File: src/design/sdft_pkg.sv
// ----------------------------------------------------------------------------
// sdft_pkg
// Shared types, widths, twiddle table and saturation helpers for the
// sliding DFT bin update.
// ----------------------------------------------------------------------------
package sdft_pkg;

  localparam int unsigned SAMPLE_W = 16;
  localparam int unsigned IDX_W    = 4;
  localparam int unsigned BIN_W    = 40;
  localparam int unsigned TW_W     = 16;
  localparam int unsigned PROD_W   = BIN_W + TW_W;
  localparam int unsigned ACC_W    = PROD_W + 1;
  localparam int unsigned FRAC_SH  = 16;
  localparam int unsigned Q_SH     = 15;

  typedef enum logic [1:0] {
    MAC_LOAD = 2'd0,
    MAC_ADD  = 2'd1,
    MAC_SUB  = 2'd2
  } mac_op_e;

  typedef struct packed {
    logic    valid;
    logic    dst_im;
    mac_op_e op;
  } mac_ctl_t;

  localparam logic signed [TW_W-1:0] QUARTER_SINE [17] = '{
    16'sd0,     16'sd3212,  16'sd6393,  16'sd9512,  16'sd12540, 16'sd15447,
    16'sd18205, 16'sd20788, 16'sd23170, 16'sd25330, 16'sd27246, 16'sd28899,
    16'sd30274, 16'sd31357, 16'sd32138, 16'sd32610, 16'sd32767
  };

  localparam logic signed [ACC_W-1:0] SAT_HI =
    {{(ACC_W-BIN_W+1){1'b0}}, {(BIN_W-1){1'b1}}};
  localparam logic signed [ACC_W-1:0] SAT_LO =
    {{(ACC_W-BIN_W+1){1'b1}}, {(BIN_W-1){1'b0}}};

  // sine of p sixty-fourths of a turn, Q1.15
  function automatic logic signed [TW_W-1:0] sine64(input logic [5:0] p);
    logic [1:0]              quad;
    logic [3:0]              r;
    logic signed [TW_W-1:0]  v;
    quad = p[5:4];
    r    = p[3:0];
    v    = quad[0] ? QUARTER_SINE[5'd16 - {1'b0, r}] : QUARTER_SINE[{1'b0, r}];
    return quad[1] ? -v : v;
  endfunction

  function automatic logic signed [BIN_W-1:0] sat_bin(input logic signed [ACC_W-1:0] v);
    logic signed [ACC_W-1:0] c;
    if (v > SAT_HI) begin
      c = SAT_HI;
    end else if (v < SAT_LO) begin
      c = SAT_LO;
    end else begin
      c = v;
    end
    return c[BIN_W-1:0];
  endfunction

endpackage

File: src/design/sdft_cmac.sv
// ----------------------------------------------------------------------------
// sdft_cmac
// Shared signed multiplier with registered product and two accumulators,
// real and imaginary, with Q15 round-half-up and 40-bit saturation.
// ----------------------------------------------------------------------------
module sdft_cmac (
  input  logic                                clk_i,
  input  logic                                rst_ni,
  input  sdft_pkg::mac_ctl_t                  ctl_i,
  input  logic signed [sdft_pkg::BIN_W-1:0]   x_i,
  input  logic signed [sdft_pkg::TW_W-1:0]    y_i,
  output logic signed [sdft_pkg::BIN_W-1:0]   re_o,
  output logic signed [sdft_pkg::BIN_W-1:0]   im_o
);
  import sdft_pkg::*;

  logic signed [PROD_W-1:0] prod_q, prod_d;
  mac_ctl_t                 ctl_q;
  logic signed [ACC_W-1:0]  acc_re_q, acc_re_d;
  logic signed [ACC_W-1:0]  acc_im_q, acc_im_d;
  logic signed [ACC_W-1:0]  acc_sel;
  logic signed [ACC_W-1:0]  acc_new;
  logic signed [ACC_W-1:0]  prod_ext;

  assign prod_d   = x_i * y_i;
  assign prod_ext = ACC_W'(prod_q);
  assign acc_sel  = ctl_q.dst_im ? acc_im_q : acc_re_q;

  always_comb begin
    case (ctl_q.op)
      MAC_LOAD: acc_new = prod_ext;
      MAC_ADD:  acc_new = acc_sel + prod_ext;
      MAC_SUB:  acc_new = acc_sel - prod_ext;
      default:  acc_new = acc_sel;
    endcase
  end

  always_comb begin
    acc_re_d = acc_re_q;
    acc_im_d = acc_im_q;
    if (ctl_q.valid) begin
      if (ctl_q.dst_im) begin
        acc_im_d = acc_new;
      end else begin
        acc_re_d = acc_new;
      end
    end
  end

  always_ff @(posedge clk_i or negedge rst_ni) begin
    if (!rst_ni) begin
      ctl_q <= '{valid: 1'b0, dst_im: 1'b0, op: MAC_LOAD};
    end else begin
      ctl_q <= ctl_i;
    end
  end

  always_ff @(posedge clk_i) begin
    prod_q   <= prod_d;
    acc_re_q <= acc_re_d;
    acc_im_q <= acc_im_d;
  end

  function automatic logic signed [BIN_W-1:0] round_q15(input logic signed [ACC_W-1:0] v);
    logic signed [ACC_W-1:0] t;
    t = v + ACC_W'(1 << (Q_SH - 1));
    return sat_bin(t >>> Q_SH);
  endfunction

  assign re_o = round_q15(acc_re_q);
  assign im_o = round_q15(acc_im_q);

endmodule

File: config.mk
export PLATFORM = sky130hd
export DESIGN_NAME = sdft_cmac
export DESIGN_NICKNAME = d
export VERILOG_FILES = /design/src/design/sdft_pkg.sv /design/src/design/sdft_cmac.sv
export SDC_FILE = /design/constraint.sdc
export NUM_CORES = 2
export LEC_CHECK = 0
export BUFFER_PORTS_ARGS = -buffer_cell sky130_fd_sc_hd__buf_2
export CORE_MARGIN = 4
export CORE_UTILIZATION = 55
export DETAILED_ROUTE_END_ITERATION = 6
export GPL_TIMING_DRIVEN = 0
export PLACE_DENSITY = 0.72
export SLEW_MARGIN = 20
export SYNTH_ARGS = -nofsm -noshare
export SYNTH_HDL_FRONTEND = slang
export SYNTH_SLANG_ARGS = --single-unit
File: constraint.sdc
create_clock -name clk_i -period 8.29 [get_ports clk_i]
set_input_delay 0.4145 -clock clk_i [delete_from_list [all_inputs] [get_ports clk_i]]
set_output_delay 0.4145 -clock clk_i [all_outputs]
set_load 0.01 [all_outputs]
==> results by group <==
STA
  • Normalized max-slew margin: 0.301
  • Fin crit share: 0.952
  • Final setup viols: 0
  • Worst slew pin tran: 1050 ps
  • Slew Limit Fails: 0
  • Hold Fails Final Rpt: 0
  • Final worst path period need: 7890 ps
  • Setup tns final: 0 ps
  • Fmax: 127 MHz
  • RSZ-0062 raised after global routing: false
  • Clock Skew: 9.47 ps

Yosys
  • Syn Nets: 4895
  • Post-synthesis adder-cell area fraction: 0.412
  • Area fraction in compound gates after synthesis: 0.106
  • Flip-flop and latch count after synthesis: 174
  • Ys async rst share: 0.0230
  • Multiplexer share of the synthesized area: 0.0167
  • Post-Synthesis Cells: a little over 4000
  • Yosys warnings: 0
  • Post-synth EDFFs: 114
  • Simple-gate share of the synthesized area: 0.165
  • Synth Flop Type: edfxtp_1
  • Mapped Avg Cell Area: 8.65 um^2
  • Synthesized area: approximately 35000 um^2
  • Largest family of logic cells by synthesized area: adder cells
  • Unique masters post-synth: 87
  • Sequential share of the synthesized area: 0.133
  • Post-Synth XOR/XNOR Area: 0.0604

Layout
  • Layout cells sized above 1: 0.0645
  • Most frequent cells in the layout: inv_1 (797), fa_1 (599), nand2_1 (548)
  • Most common cell after layout, fill and taps aside: inv_1
  • Area growth syn-to-layout: 6.77%
  • Antenna cells: 0
  • Layout net count: 5044

Clock tree
  • Clk root buf: clkbuf_16
  • Clk sinks: around 170
  • Clk buf depth: 2
  • Clock Latency Late Sink: between 400 and 500 ps
  • # H-tree levels: 4
  • Clock slew at reported path FFs: roughly 70 ps
  • Buffer count from post-CTS setup fixing: 0
  • TritonCTS clock tree: done
  • Total CTS buffers: 17

Drt
  • ANT nets after route: 0
  • DRC Markers: 0
  • Drt total wl: 101000 um
  • Via/cell ratio: 5.59
  • Iteration-0 DRC Markers: about 2400
  • WL/cell: 20.0 um
  • Vias: 28300
  • Initial DRT Pass Iterations: 6

Setup path
  • WP data arrival: 8240 ps
  • Startpoint types: input port
  • Setup CP Type: in2reg
  • Worst Path Required: slightly below 9000 ps
  • Crit Path Max Fanout: 10
  • R2r worst-path depth: 15
  • Critical Path End Type: register

Place
  • # port buffers: around 130
  • Post-DP HPWL: 83300 um
  • GP Congestion: 0.974

Global routing
  • Tot GR Track Use: 0.304
  • Antenna violations before repair: 1
  • Largest net degree at the start of global routing: 35
  • GR Overflow Total: 0
  • First-pass GRT wire length: 159000 um
  • Vias in the first global route: 28800

Die
  • I/O pins: between 100 and 150
  • Die Area: between 60000 and 70000 um^2
  • Starting Density: 0.555
  • Row count: 92
  • Core footprint: 63000 um^2
  • Die H: 260 um
  • Die Width: 260 um

Flow run
  • MaxCap Viol Count: 0

Hold path
  • Worst hold path cell count: 1
  • HP Class: in2reg

Status
  • Status: completed
[state kept, by name, indices dropped and copies added, names as in the netlist]
signal	flops
ctl_q	4
acc_re_q	57
prod_q	56
acc_im_q	57
[worst max-delay path, cell delays in order]
cell,delay (ps)
buf_2,210
inv_1,250
buf_1,810
nor2_1,200
fa_1,560
fa_1,580
fa_1,560
fa_1,530
fa_1,550
inv_1,60
fa_1,690
inv_1,80
ha_1,410
nand4_1,190
a2111oi_2,430
o31ai_1,200
a2111oi_0,600
nor2_1,240
o21ai_2,290
nor4_1,90
nor3_1,290
[metrics by stage]
step	std cells	cell area, um^2	setup slack, ps	hold slack, ps	utilization
final	5050	37300	401	66.4	0.593
after global routing	5050	37300	213	53.6	0.593
after CTS	5050	37300	559	48.8	0.593
after detailed placement	5017	36700	94.2	231	0.583
after global placement	5014	36700	121	231	0.582
after floorplan	4042	35000	1700	119	-
[worst paths after layout]
check / startpoint / end / slack (ps)
worst max register to register: ctl_q[2] / acc_im_q[38] / 2060
worst max-delay path: y_i[15] / prod_q[55] / 400
min in group asynchronous: rst_ni / ctl_q[3] / 300
worst min-delay path: ctl_i[3] / ctl_q[3] / 70
worst min register to register: prod_q[53] / acc_im_q[53] / 750
max in group asynchronous: rst_ni / ctl_q[0] / 7860
[synthesized netlist by cell type, types with 12 or more instances]
library cell | number | area share
inv_1 | 797 | 0.086
fa_1 | 599 | 0.34
nand2_1 | 548 | 0.059
and2_1 | 217 | 0.039
nor2_1 | 214 | 0.023
ha_1 | 192 | 0.069
clkbuf_1 | 176 | 0.019
a21oi_1 | 153 | 0.022
xnor2_1 | 153 | 0.038
o21ai_0 | 139 | 0.020
edfxtp_1 | 114 | 0.098
xor2_1 | 88 | 0.022
a21o_1 | 62 | 0.013
dfxtp_1 | 56 | 0.032
nand3_1 | 53 | 0.0076
mux2_2 | 50 | 0.016
nand4_1 | 42 | 0.0075
nor3_1 | 32 | 0.0046
a221oi_1 | 31 | 0.0078
and3_1 | 27 | 0.0048
a31oi_1 | 24 | 0.0043
o221ai_1 | 22 | 0.0055
o21bai_1 | 21 | 0.0045
nand2b_1 | 18 | 0.0032
o21a_1 | 14 | 0.0030
o21ai_2 | 12 | 0.0030
[cells by family after synthesis]
family,count (synthesis)
DFF,174
xor gates and xnor gates,241
muxes,52
and+or+nand+nor,1222
buffers and inverters,992
AOI/OAI and AO/OA,570
adders and majority gates,791
[area by class of cell]
class	instances	area (um^2)
Buffer	194	782
Clock buffer	18	450
Clock inverter	14	140
Fill cell	5675	25600
Inverter	798	3000
Multi-Input combinational cell	2876	26600
Sequential cell	174	4640
Tap cell	846	1060
Timing Repair Buffer	130	708
[per-layer routing]
| metal | wire length [um] | share of wire | track usage |
|---|---|---|---|
| met5 | 13 | 0.00013 | 0 |
| met4 | 4550 | 0.045 | 0.115 |
| met2 | 45100 | 0.45 | 0.483 |
| met3 | 10100 | 0.10 | 0.0669 |
| met1 | 41000 | 0.41 | 0.410 |
[what timing repair did]
item,CTS,global route
gates resized for setup,0,0
hold endpoints to repair,4,0
hold buffers,1,0
Power is not shown: default switching activity piles up to over one toggle a cycle in this logic, so the estimate is an artifact.
